[config.mk]
export PLATFORM = sky130hd
export DESIGN_NAME = lcd_text_nibble_writer_core
export DESIGN_NICKNAME = d
export VERILOG_FILES = /design/src/lcdtnw_pkg.sv /design/src/lcd_text_nibble_writer_core.sv
export SDC_FILE = /design/constraint.sdc
export NUM_CORES = 1
export LEC_CHECK = 0
export BUFFER_PORTS_ARGS = -buffer_cell sky130_fd_sc_hd__buf_2
export CELL_PAD_IN_SITES_DETAIL_PLACEMENT = 1
export CELL_PAD_IN_SITES_GLOBAL_PLACEMENT = 1
export CORE_ASPECT_RATIO = 0.9
export CORE_MARGIN = 2
export CORE_UTILIZATION = 47
export DETAILED_ROUTE_END_ITERATION = 10
export GPL_TIMING_DRIVEN = 1
export PLACE_DENSITY = 0.77
export SYNTH_ARGS = -nofsm -noshare
export SYNTH_HDL_FRONTEND = slang
export SYNTH_SLANG_ARGS = --single-unit
[constraint.sdc]
create_clock -name clk_i -period 13.6 [get_ports clk_i]
set_input_delay 0.68 -clock clk_i [delete_from_list [all_inputs] [get_ports clk_i]]
set_output_delay 0.68 -clock clk_i [all_outputs]
set_load 0.05 [all_outputs]
[src/lcdtnw_pkg.sv]
// ----------------------------------------------------------------------------
// lcdtnw_pkg: shared definitions for the LCD text nibble writer
// Holds the default line length, byte codes, the nibble pair type and the
// Cyrillic glyph ROM used to map two-byte UTF-8 codes to LCD glyphs.
// ----------------------------------------------------------------------------
`default_nettype none

package lcdtnw_pkg;

  // Default number of characters on one display line.
  localparam int unsigned LineCharsDefault = 20;

  // UTF-8 lead bytes of the Cyrillic block.
  localparam logic [7:0] LeadD0 = 8'hD0;
  localparam logic [7:0] LeadD1 = 8'hD1;

  // DDRAM address of the second display row.
  localparam logic [6:0] RowBaseSecond = 7'd64;

  // One byte that goes out on the bus as two nibbles, high nibble first.
  typedef struct packed {
    logic       rs;
    logic [7:0] data;
  } pair_t;

  // Glyphs for capital letters in alphabet order, YO at position 6.
  localparam logic [7:0] GlyphUpper [33] = '{
    8'h41, 8'hA0, 8'h42, 8'hA1, 8'hE0, 8'h45, 8'hA2, 8'hA3, 8'hA4, 8'hA5, 8'hA6,
    8'h4B, 8'hA7, 8'h4D, 8'h48, 8'h4F, 8'hA8, 8'h50, 8'h43, 8'h54, 8'hA9, 8'hAA,
    8'h58, 8'hE1, 8'hAB, 8'hAC, 8'hE2, 8'hAD, 8'hAE, 8'h62, 8'hAF, 8'hB0, 8'hB1
  };

  // Glyphs for small letters in alphabet order, yo at position 6.
  localparam logic [7:0] GlyphLower [33] = '{
    8'h61, 8'hB2, 8'hB3, 8'hB4, 8'hE3, 8'h65, 8'hB5, 8'hB6, 8'hB7, 8'hB8, 8'hB9,
    8'hBA, 8'hBB, 8'hBC, 8'hBD, 8'h6F, 8'hBE, 8'h70, 8'h63, 8'hBF, 8'h79, 8'hE4,
    8'h78, 8'hE5, 8'hC0, 8'hC1, 8'hE6, 8'hC2, 8'hC3, 8'hC4, 8'hC5, 8'hC6, 8'hC7
  };

  // Maps a lead and second byte to a glyph. Bit 8 of the result is the hit flag.
  function automatic logic [8:0] cyr_lookup(input logic [7:0] lead,
                                            input logic [7:0] second);
    logic [5:0] idx;
    logic       upper;
    logic       hit;
    logic [7:0] glyph;
    idx   = '0;
    upper = 1'b0;
    hit   = 1'b0;
    if (lead == LeadD0) begin
      if (second inside {[8'h90:8'h95]}) begin
        hit = 1'b1; upper = 1'b1; idx = 6'(second - 8'h90);
      end else if (second inside {[8'h96:8'hAF]}) begin
        hit = 1'b1; upper = 1'b1; idx = 6'(second - 8'h96) + 6'd7;
      end else if (second == 8'h81) begin
        hit = 1'b1; upper = 1'b1; idx = 6'd6;
      end else if (second inside {[8'hB0:8'hB5]}) begin
        hit = 1'b1; idx = 6'(second - 8'hB0);
      end else if (second inside {[8'hB6:8'hBF]}) begin
        hit = 1'b1; idx = 6'(second - 8'hB6) + 6'd7;
      end
    end else if (lead == LeadD1) begin
      if (second == 8'h91) begin
        hit = 1'b1; idx = 6'd6;
      end else if (second inside {[8'h80:8'h8F]}) begin
        hit = 1'b1; idx = 6'(second - 8'h80) + 6'd17;
      end
    end
    glyph = upper ? GlyphUpper[idx] : GlyphLower[idx];
    return {hit, glyph};
  endfunction

endpackage

`default_nettype wire

[src/lcd_text_nibble_writer_core.sv]
// ----------------------------------------------------------------------------
// lcd_text_nibble_writer_core: text string to 4-bit character LCD bus writer
// Turns string bytes into set-address instruction nibbles and data nibbles.
// ----------------------------------------------------------------------------
`default_nettype none

// A string arrives one byte per input word. The word that has string_start set
// also carries the column and row, and causes a set-DDRAM-address instruction
// (two nibbles with register_select low) ahead of its character. Every
// character leaves as two data nibbles, high nibble first, and last_of_run
// marks the final nibble caused by one input word. UTF-8 Cyrillic pairs
// (lead byte 0xD0 or 0xD1) are folded into a single LCD glyph, so the lead
// byte itself gives no output. Rate: the output side moves one nibble per
// cycle while out_stall_i is low. The nibbles that one input word makes are
// two for each character or command: none for a held lead or a dropped
// byte, two for a plain character, and at most four for one word (a command
// and a character, or a character and a lead flushed at the end of the
// string). All decoding is done in the cycle the word is accepted. A one-word
// holding slot behind the output serializer lets the next word be accepted
// while the current one is still going out. in_stall_o rises only when that
// slot is occupied, and it stays high through the cycle in which the slot
// moves over to the serializer, so a new word can be taken in the cycle after.
module lcd_text_nibble_writer_core #(
  parameter int unsigned LINE_CHARS = lcdtnw_pkg::LineCharsDefault
) (
  input  wire logic       clk_i,
  input  wire logic       rst_ni,
  // Input channel
  input  wire logic       in_valid_i,
  output logic            in_stall_o,
  input  wire logic [7:0] text_byte_i,
  input  wire logic [4:0] start_column_i,
  input  wire logic [1:0] start_row_i,
  input  wire logic       string_start_i,
  input  wire logic       string_end_i,
  // Output channel
  output logic            out_valid_o,
  input  wire logic       out_stall_i,
  output logic [3:0]      bus_nibble_o,
  output logic            register_select_o,
  output logic            last_of_run_o
);
  import lcdtnw_pkg::*;

  localparam int unsigned LeftW = $clog2(LINE_CHARS + 1);

  // String state carried from word to word.
  logic [7:0]       held_lead_q, held_lead_d;
  logic             lead_pending_q, lead_pending_d;
  logic [LeftW-1:0] bytes_left_q, bytes_left_d;

  // Serializer: the run going out now and one waiting run.
  pair_t      act_pair_q [3];
  logic [1:0] act_cnt_q;
  logic [1:0] act_idx_q;
  logic       act_lo_q;
  pair_t      pend_pair_q [3];
  logic [1:0] pend_cnt_q;

  // Decoded run of the word on the input ports.
  pair_t      run_pair [3];
  logic [1:0] run_cnt;
  pair_t      slot [3];
  logic [2:0] slot_vld;

  logic       in_fire;
  logic       out_fire;
  logic       act_done;
  logic       run_any;

  logic [6:0] row_base;
  logic [6:0] addr;
  logic       col_off;
  logic [8:0] lookup;
  logic       pend_eff;
  logic [LeftW-1:0] left_eff;

  assign in_stall_o = (pend_cnt_q != 2'd0);
  assign in_fire    = in_valid_i && !in_stall_o;
  assign out_fire   = out_valid_o && !out_stall_i;
  assign act_done   = out_fire && act_lo_q && (act_idx_q == act_cnt_q - 2'd1);
  assign run_any    = (run_cnt != 2'd0);

  // Word decoding: command, one character, and an end-of-string flush.
  always_comb begin
    case (start_row_i)
      2'd0:    row_base = 7'd0;
      2'd1:    row_base = RowBaseSecond;
      2'd2:    row_base = 7'(LINE_CHARS);
      default: row_base = RowBaseSecond + 7'(LINE_CHARS);
    endcase
    addr    = row_base + {2'b00, start_column_i};
    col_off = ({2'b00, start_column_i} >= 7'(LINE_CHARS));
    lookup  = cyr_lookup(held_lead_q, text_byte_i);

    slot_vld       = '0;
    slot[0]        = '{rs: 1'b0, data: {1'b1, addr}};
    slot[1]        = '{rs: 1'b1, data: text_byte_i};
    slot[2]        = '{rs: 1'b1, data: held_lead_q};
    held_lead_d    = held_lead_q;
    pend_eff       = lead_pending_q;
    left_eff       = bytes_left_q;

    if (string_start_i) begin
      pend_eff = 1'b0;
      if (col_off) begin
        left_eff = '0;
      end else begin
        left_eff    = LeftW'(LINE_CHARS) - LeftW'(start_column_i);
        slot_vld[0] = 1'b1;
      end
    end

    lead_pending_d = 1'b0;
    bytes_left_d   = left_eff;
    if (pend_eff) begin
      slot_vld[1] = 1'b1;
      if (lookup[8]) begin
        slot[1].data = lookup[7:0];
        if (left_eff != '0) bytes_left_d = left_eff - LeftW'(1);
      end else if (text_byte_i != held_lead_q) begin
        if (left_eff != '0) bytes_left_d = left_eff - LeftW'(1);
      end else begin
        // Repeated lead: the old lead goes out and the new one is held.
        slot[1].data = held_lead_q;
        if (left_eff != '0) begin
          bytes_left_d   = left_eff - LeftW'(1);
          held_lead_d    = text_byte_i;
          lead_pending_d = 1'b1;
        end
      end
    end else if (left_eff != '0) begin
      bytes_left_d = left_eff - LeftW'(1);
      if (text_byte_i == LeadD0 || text_byte_i == LeadD1) begin
        held_lead_d    = text_byte_i;
        lead_pending_d = 1'b1;
      end else begin
        slot_vld[1] = 1'b1;
      end
    end

    slot[2].data = held_lead_d;
    if (string_end_i) begin
      if (lead_pending_d) begin
        slot_vld[2]    = 1'b1;
        lead_pending_d = 1'b0;
      end
      bytes_left_d = '0;
    end

    // Pack the valid pairs to the front of the run.
    run_cnt = 2'd0;
    for (int k = 0; k < 3; k++) begin
      run_pair[k] = '0;
    end
    for (int k = 0; k < 3; k++) begin
      if (slot_vld[k]) begin
        run_pair[run_cnt] = slot[k];
        run_cnt           = run_cnt + 2'd1;
      end
    end
  end

  always_ff @(posedge clk_i or negedge rst_ni) begin
    if (!rst_ni) begin
      held_lead_q    <= '0;
      lead_pending_q <= 1'b0;
      bytes_left_q   <= '0;
    end else if (in_fire) begin
      held_lead_q    <= held_lead_d;
      lead_pending_q <= lead_pending_d;
      bytes_left_q   <= bytes_left_d;
    end
  end

  // Serializer control. A finished run is replaced by the waiting one first,
  // otherwise by a run accepted in the same cycle.
  always_ff @(posedge clk_i or negedge rst_ni) begin
    if (!rst_ni) begin
      act_cnt_q  <= 2'd0;
      act_idx_q  <= 2'd0;
      act_lo_q   <= 1'b0;
      pend_cnt_q <= 2'd0;
    end else if (act_done || act_cnt_q == 2'd0) begin
      act_idx_q <= 2'd0;
      act_lo_q  <= 1'b0;
      if (pend_cnt_q != 2'd0) begin
        act_cnt_q  <= pend_cnt_q;
        pend_cnt_q <= 2'd0;
      end else if (in_fire) begin
        act_cnt_q <= run_cnt;
      end else begin
        act_cnt_q <= 2'd0;
      end
    end else begin
      if (out_fire) begin
        act_lo_q <= !act_lo_q;
        if (act_lo_q) act_idx_q <= act_idx_q + 2'd1;
      end
      if (in_fire && run_any) begin
        pend_cnt_q <= run_cnt;
      end
    end
  end

  always_ff @(posedge clk_i) begin
    if (act_done || act_cnt_q == 2'd0) begin
      if (pend_cnt_q != 2'd0) begin
        act_pair_q <= pend_pair_q;
      end else if (in_fire) begin
        act_pair_q <= run_pair;
      end
    end else if (in_fire && run_any) begin
      pend_pair_q <= run_pair;
    end
  end

  // Output side: one nibble of the current pair.
  assign out_valid_o       = (act_cnt_q != 2'd0);
  assign register_select_o = act_pair_q[act_idx_q].rs;
  assign bus_nibble_o      = act_lo_q ? act_pair_q[act_idx_q].data[3:0]
                                      : act_pair_q[act_idx_q].data[7:4];
  assign last_of_run_o     = act_lo_q && (act_idx_q == act_cnt_q - 2'd1);

endmodule

`default_nettype wire

======== Word level (Yosys, flattened, before mapping) ========
Memories as Yosys holds them, arrays and structs flattened.
Cells that the tools add are included.
operators by class
  $lt $le $gt $ge ......................... 17
  reductions and logical operators ........ 32
  add/subtract/negate cells ............... 15
  muxes and demuxes ....................... 84
  equality and inequality tests ........... 11
  bitwise operators ....................... 5
operators by type and width
  kind                                                                 count
  8-bit 2-to-1 mux                                                     15
  27-bit 2-to-1 mux                                                    4
  27-bit bitwise mux                                                   2
  6-bit 2-to-1 mux                                                     9
  8-bit == test (second input constant)                                6
  8-bit greater-or-equal comparator (second input constant)            5
  8-bit less-or-equal comparator (second input constant)               5
  9-bit demux with 2-bit select                                        2
  9-bit 2-to-1 mux                                                     4
  1-bit 2-to-1 mux                                                     31
  7-bit one-hot mux with 3 select lines                                1
  2-bit 2-to-1 mux                                                     10
  5-bit 2-to-1 mux                                                     4
  9-bit binary-select mux with 2-bit select                            1
  2-bit nonzero test                                                   7
  1-bit logical AND                                                    13
  6-bit by 3-bit adder with 6-bit output (second input constant)       2
  6-bit by 5-bit subtractor with 6-bit output (second input constant)  2
  6-bit subtractor (second input constant)                             2
  3-bit greater-or-equal comparator (second input constant)            3
  2-bit NOT with 3-bit output                                          3
  8-bit inequality test                                                1
  2-bit AND reduction                                                  4
  7-bit by 5-bit adder with 7-bit output                               1
  20 further kinds                                                     27
word-level totals
  bits in registers ....................... 75
  word-level logic and storage cells ...... 185
  bits of input ports ..................... 21
  memory bits (read-only) ................. 1,024
  memories ................................ 2
  output and inout bits ................... 8
memory list
  memory            depth  bits a word  read ports  clocked after Yosys merged registers in  wr ports  line              source
  (name not given)  64     8            1           0                                        0         lcdtnw_pkg.sv:69  glyph = upper ? GlyphUpper[idx] : GlyphLower[idx];
  (name not given)  64     8            1           0                                        0         lcdtnw_pkg.sv:69

======== Longest topological paths before layout ========
  depth in word-level cells ............... 21
  depth in mapped cells ................... 22
  depth with buffers taken out ............ 19

======== Least setup slack after synthesis ========
No wires, ideal clock.
  path type ............................... input-to-reg
  start ................................... input port start_column_i[0]
  end ..................................... register pend_pair_q[0] (netlist name) (enable)
  library setup time ...................... 479 ps
  data required time ...................... 13,121 ps
  arrival ................................. 6,066 ps
  stages .................................. 18
  path slack .............................. 7,055 ps
  buffers on the path ..................... 3
  path through ............................ clkbuf_1 inv_1 ha_1 clkbuf_1 o31a_1 o21ai_0 nand2_1 inv_1 a21oi_1 ha_1 o21ai_1 nand2_1 nand2_1 ha_1 or2_2 clkbuf_1 nor2_1 nor4_1
between the ends
  cells in the longest elaborated chain, start to end .. 14
  elaborated cells on any way between the ends .. 24
  those cells by class .................... 3 x add/sub; 1 x order compare; 16 x mux; 4 x reduce/logical
ends and longest elaborated chain
  element                                                                line                                                                    source
  start: declaration                                                     lcd_text_nibble_writer_core.sv:32                                       input wire logic [4:0] start_column_i,
  5-bit subtractor or 5-bit greater-or-equal comparator (tied branches)  lcd_text_nibble_writer_core.sv:109, lcd_text_nibble_writer_core.sv:93
  5-bit 2-to-1 mux                                                       lcd_text_nibble_writer_core.sv:106                                      if (col_off) begin
  5-bit 2-to-1 mux                                                       lcd_text_nibble_writer_core.sv:104                                      if (string_start_i) begin
  5-bit nonzero test                                                     lcd_text_nibble_writer_core.sv:126, lcd_text_nibble_writer_core.sv:132
  1-bit 2-to-1 mux                                                       lcd_text_nibble_writer_core.sv:126                                      if (left_eff != '0) begin
  1-bit 2-to-1 mux                                                       lcd_text_nibble_writer_core.sv:121                                      end else if (text_byte_i != held_lead_q) begin
  1-bit 2-to-1 mux                                                       lcd_text_nibble_writer_core.sv:118                                      if (lookup[8]) begin
  1-bit 2-to-1 mux                                                       lcd_text_nibble_writer_core.sv:116                                      if (pend_eff) begin
  1-bit 2-to-1 mux                                                       lcd_text_nibble_writer_core.sv:144                                      if (lead_pending_d) begin
  1-bit 2-to-1 mux                                                       lcd_text_nibble_writer_core.sv:143                                      if (string_end_i) begin
  2-bit 2-to-1 mux (*)                                                   lcd_text_nibble_writer_core.sv:157                                      if (slot_vld[k]) begin
  2-bit nonzero test (*)                                                 lcd_text_nibble_writer_core.sv:82                                       assign run_any = (run_cnt != 2'd0);
  1-bit logical AND (*)                                                  lcd_text_nibble_writer_core.sv:213                                      end else if (in_fire && run_any) begin
  2-bit AND reduction (no source line) (*)                               --
  end signal: assignment                                                 lcd_text_nibble_writer_core.sv:214                                      pend_pair_q <= run_pair;
  end: declaration                                                       lcd_text_nibble_writer_core.sv:57                                       pair_t pend_pair_q [3];
Every way passes the cells marked *; elsewhere a longest branch is shown, timed or not.
A chain may end at the register's enable or synchronous reset.

======== Worst setup path after layout ========
  start ................................... input port text_byte_i[1]
  end ..................................... register act_pair_q[24] (netlist name), data pin
between the ends
  cells in the longest elaborated chain, start to end .. 21
  elaborated cells on any way between the ends .. 90
  those cells by class .................... 8 x add/sub; 12 x order compare; 5 x eq/ne; 54 x mux; 2 x bitwise; 7 x reduce/logical; 2 x memory
ends and longest elaborated chain
  element                                                                      line                                source
  start: declaration                                                           lcd_text_nibble_writer_core.sv:31   input wire logic [7:0] text_byte_i,
  6-bit subtractor, or another cell as far along                               lcdtnw_pkg.sv:60                    hit = 1'b1; idx = 6'(second - 8'hB6) + 6'd7;
  6-bit by 3-bit adder with 6-bit output or 1-bit logical AND (tied branches)  lcdtnw_pkg.sv:60, lcdtnw_pkg.sv:59
  6-bit 2-to-1 mux                                                             lcdtnw_pkg.sv:59                    end else if (second inside {[8'hB6:8'hBF]}) begin
  6-bit 2-to-1 mux                                                             lcdtnw_pkg.sv:57                    end else if (second inside {[8'hB0:8'hB5]}) begin
  6-bit 2-to-1 mux                                                             lcdtnw_pkg.sv:55                    end else if (second == 8'h81) begin
  6-bit 2-to-1 mux                                                             lcdtnw_pkg.sv:53                    end else if (second inside {[8'h96:8'hAF]}) begin
  6-bit 2-to-1 mux                                                             lcdtnw_pkg.sv:51                    if (second inside {[8'h90:8'h95]}) begin
  6-bit 2-to-1 mux                                                             lcdtnw_pkg.sv:50                    if (lead == LeadD0) begin
  [5 not listed]                                                               --
  8-bit 2-to-1 mux                                                             lcd_text_nibble_writer_core.sv:118
  8-bit 2-to-1 mux                                                             lcd_text_nibble_writer_core.sv:116
  27-bit bitwise mux                                                           lcd_text_nibble_writer_core.sv:158  run_pair[run_cnt] = slot[k];
  27-bit 2-to-1 mux                                                            lcd_text_nibble_writer_core.sv:157
  27-bit bitwise mux                                                           lcd_text_nibble_writer_core.sv:158
  27-bit 2-to-1 mux (*)                                                        lcd_text_nibble_writer_core.sv:157
  27-bit 2-to-1 mux (*)                                                        lcd_text_nibble_writer_core.sv:210  end else if (in_fire) begin
  27-bit 2-to-1 mux (*)                                                        lcd_text_nibble_writer_core.sv:208  if (pend_cnt_q != 2'd0) begin
  end signal: assignment                                                       lcd_text_nibble_writer_core.sv:209  act_pair_q <= pend_pair_q;
  end signal: assignment                                                       lcd_text_nibble_writer_core.sv:211  act_pair_q <= run_pair;
  end: declaration                                                             lcd_text_nibble_writer_core.sv:53   pair_t act_pair_q [3];
Every way passes the cells marked *; elsewhere a longest branch is shown, timed or not. The select of a mux whose other input is x is not followed.

==> impl_metrics.toml <==
[cells_and_area]
final_nets = 734
antenna_cells = 0
stdcell_area_mm2 = 0.006598
final_cell_mix = "nand2_1, nor2_1, edfxtp_1, a21oi_1, o21ai_0"
final_common_cell = "nand2_1"
drive_above_1_share_pct = 14.33
fillCellCount = 1511
syn_to_final_growth_pct = 7.066

[clocking]
ctsHtreeMaxLevel = 3
cts_tree = "built"
cts_sinks = 75
cts_made_buffers = 9
path_clk_slew_ns = 0.06
cts-hold-fix-buffers = 0
clk_path_buf_depth = 2
root_buffer = "clkbuf_16"
clk_latency_ns = 0.35
ctsResizeCount = 0
postCtsSetupRepairBufs = 0

[detailed_routing]
drcViolationCount = 0
drt_iter0_markers = 410
drt_pass1_iterations = 5
via_per_inst = 6.505
postRouteAntennaNets = 0
routedWlPerCell_um = 22.86
via_count = 5562
wl_mm = 19.55

[sta]
max-slew-margin-rel_pct = 36.34
fin_skew_ns = 0.005103
setup_viol = 0
hold_viol_final = 0
finalMaxSlewViolations = 0
rsz0062_at_grt = "false"
timing.fmax_mhz = 189.4
worst_pin_slew_ns = 0.9514
min_period_over_period_pct = 38.82
period_minus_slack_ns = 5.280
tns_ns = 0

[global_route]
grt_start_max_net_pins = 32
grt_use_total_pct = 28.72
overflow = 0
grt_pass1_wl_mm = 31.98
grt_pass1_vias = 5718
antenna_found_initial = 0

[placement]
place_congestion = 0.9088
dpl.hpwl_mm = 14.49
place.port_buffers = 28
dpl_cell_area_mm2 = 0.006315

[floorplan]
dieWidth_um = 124.7
num_io_pins = 29
die_area_mm2 = 0.01404
rows = 39
initial_core_util_pct = 48.38
fp.coreArea_mm2 = 0.01274
die_y_um = 112.6

[worst_setup_path]
worstReg2RegEnd = "act_pair_q[24]"
slowest_delay_ns = 0.54
critical_path_class = "in -> reg"
path_max_fanout = 8
cpMaxStageDelayCell = "o21ai_0"
required_ns = 13.69
rrSetupSlack_ns = 9.10
r2r_start = "held_lead_q[0]"
cp_data_arrival_time_ns = 5.37
rr_worst_depth = 11
path_cells = "buf_2, inv_1, ha_1, and4b_2, nor3b_1, a21oi_1, o21ai_0, a21boi_0, o21ai_0, inv_1, ha_1, inv_1, o41ai_2, o21ai_0, nor3b_1, o31ai_2"
critPathCaptureType = "flop"
critPathLaunchType = "input port"

[pwr]
p_sw_share_pct = 40.75
powerDensity_mw_per_mm2 = 155.0
p_seq_share_pct = 37.9
ir_drop_mv = 0.08148
switching_power_w = 0.0004168
p_int_w = 0.0006060
combPwrFrac_pct = 39.4
clock_power_share_pct = 22.7
leakagePower_nw = 2.591

[yosys]
ys_warn_count = 0
syn-num-nets = 728
yosysUniqueCellTypes = 89
synth_edf_count = 54
ys.flop_type = "edfxtp_1"
async_flop_share_pct = 28.00
syn_avg_cell_area_um2 = 9.062
syn_area_mm2 = 0.006162
yosysSeqAreaShare_pct = 34.84
syn-instance-count = 680
synth_seq_cells = 75

[run]
max-cap-violations = 0

[hold_path]
min_path_type = "in -> async"

[outcome]
status = "finished, final reports clean"
## cell usage after synthesis (7+ instances only)
cell type   n  area [µm²]
dfrtp_1    21       525.5
nor3_1     11       55.05
nand4_1     7       43.79
mux2i_1    21       210.2
nand2_1    66       247.7
edfxtp_1   54        1622
o31ai_1     8       60.06
o21ai_0    45       225.2
nor2_1     56       210.2
o211ai_1    7       52.55
nand3_1    23       115.1
inv_1      27       101.4
o22ai_1    12       75.07
mux2_2     16       180.2
nor2b_1     7       43.79
o21a_1      9       67.56
clkbuf_1   22       82.58
a211o_1     7       61.31
a21oi_1    48       240.2
xnor2_1    15       131.4
nand2b_1    8       50.05
ha_1       27       337.8
## worst max path at each step
| stage | from | to | cells after the start | slack (ns) |
|---|---|---|---|---|
| 6_report | text_byte_i[1] | act_pair_q[24] | 16 | 8.32 |
| 3_5_place_dp | text_byte_i[1] | act_pair_q[24] | 16 | 8.04 |
| 4_1_cts | text_byte_i[1] | act_pair_q[24] | 16 | 8.40 |
| 3_3_place_gp | text_byte_i[1] | act_pair_q[20] | 17 | 8.46 |
| 2_1_floorplan | start_column_i[0] | pend_pair_q[0] | 18 | 7.05 |
| 5_1_grt | text_byte_i[1] | act_pair_q[24] | 16 | 7.89 |
## flip-flops by register name, indices dropped and copies added, names as in the netlist
name            flops
pend_pair_q        27
held_lead_q         8
act_lo_q            1
act_idx_q           2
act_pair_q         27
act_cnt_q           2
bytes_left_q        5
pend_cnt_q          2
lead_pending_q      1
## per-layer routing
metal	vias up	global-route usage, %	routed length [µm]
met1	2799	37.66	8669
met2	151	48.74	9534
li1	2577	-	-
met4	0	11.84	554
met3	35	3.146	791
met5	-	0	0
## per-stage QoR
stage	total power, W	hold WS (ns)	utilization [%]	instances	setup slack [ns]
global route	0.001081	0.3291	51.80	855	7.889
finish	0.001023	0.2936	51.80	855	8.320
detailed placement	0.0007971	0.4881	49.58	839	8.038
floorplan	0.0006846	0.3844	-	680	7.055
global placement	0.0007748	0.4848	49.58	839	8.463
CTS	0.001030	0.3095	51.80	855	8.403
## critical path, delay by kind of cell
kind / cells / cell delay (ns)
adder cells (fa/ha/maj): 2 / 0.77
buffers and inverters: 4 / 0.81
AO/OA/AOI/OAI: 7 / 2.00
AND/OR/NAND/NOR: 3 / 1.09
## logic make-up (layout without fill, tap and decap cells)
group / after synthesis / after routing / share of synthesized area [%]
AND/OR/NAND/NOR: 232 / 232 / 19.11
AO/OA/AOI/OAI: 215 / 215 / 23.47
flip-flops: 75 / 75 / 34.84
buffers and inverters: 67 / 78 / 5.807
multiplexers: 44 / 44 / 8.447
adder cells (fa/ha/maj): 27 / 27 / 5.482
XOR/XNOR: 20 / 20 / 2.843
## area by class of cell
class	instances	area, µm²	area share, %
multi-input combinational	538	3671	55.64
sequential	75	2147	32.54
clock buffer	9	225.2	3.414
tap	164	205.2	3.110
timing repair buffer	33	177.7	2.693
inverter	29	113.9	1.726
clock inverter	7	57.56	0.8724
## power groups by stage
stage               Combinational [W]  Sequential [W]  Clock (W)
finish                       0.000403        0.000388   0.000232
global route                 0.000441        0.000397   0.000242
CTS                          0.000406        0.000389   0.000235
detailed placement           0.000403        0.000394          0
global placement             0.000388        0.000387          0
floorplan                    0.000317        0.000368          0
No activity file was read; power rests on OpenSTA's default activity.
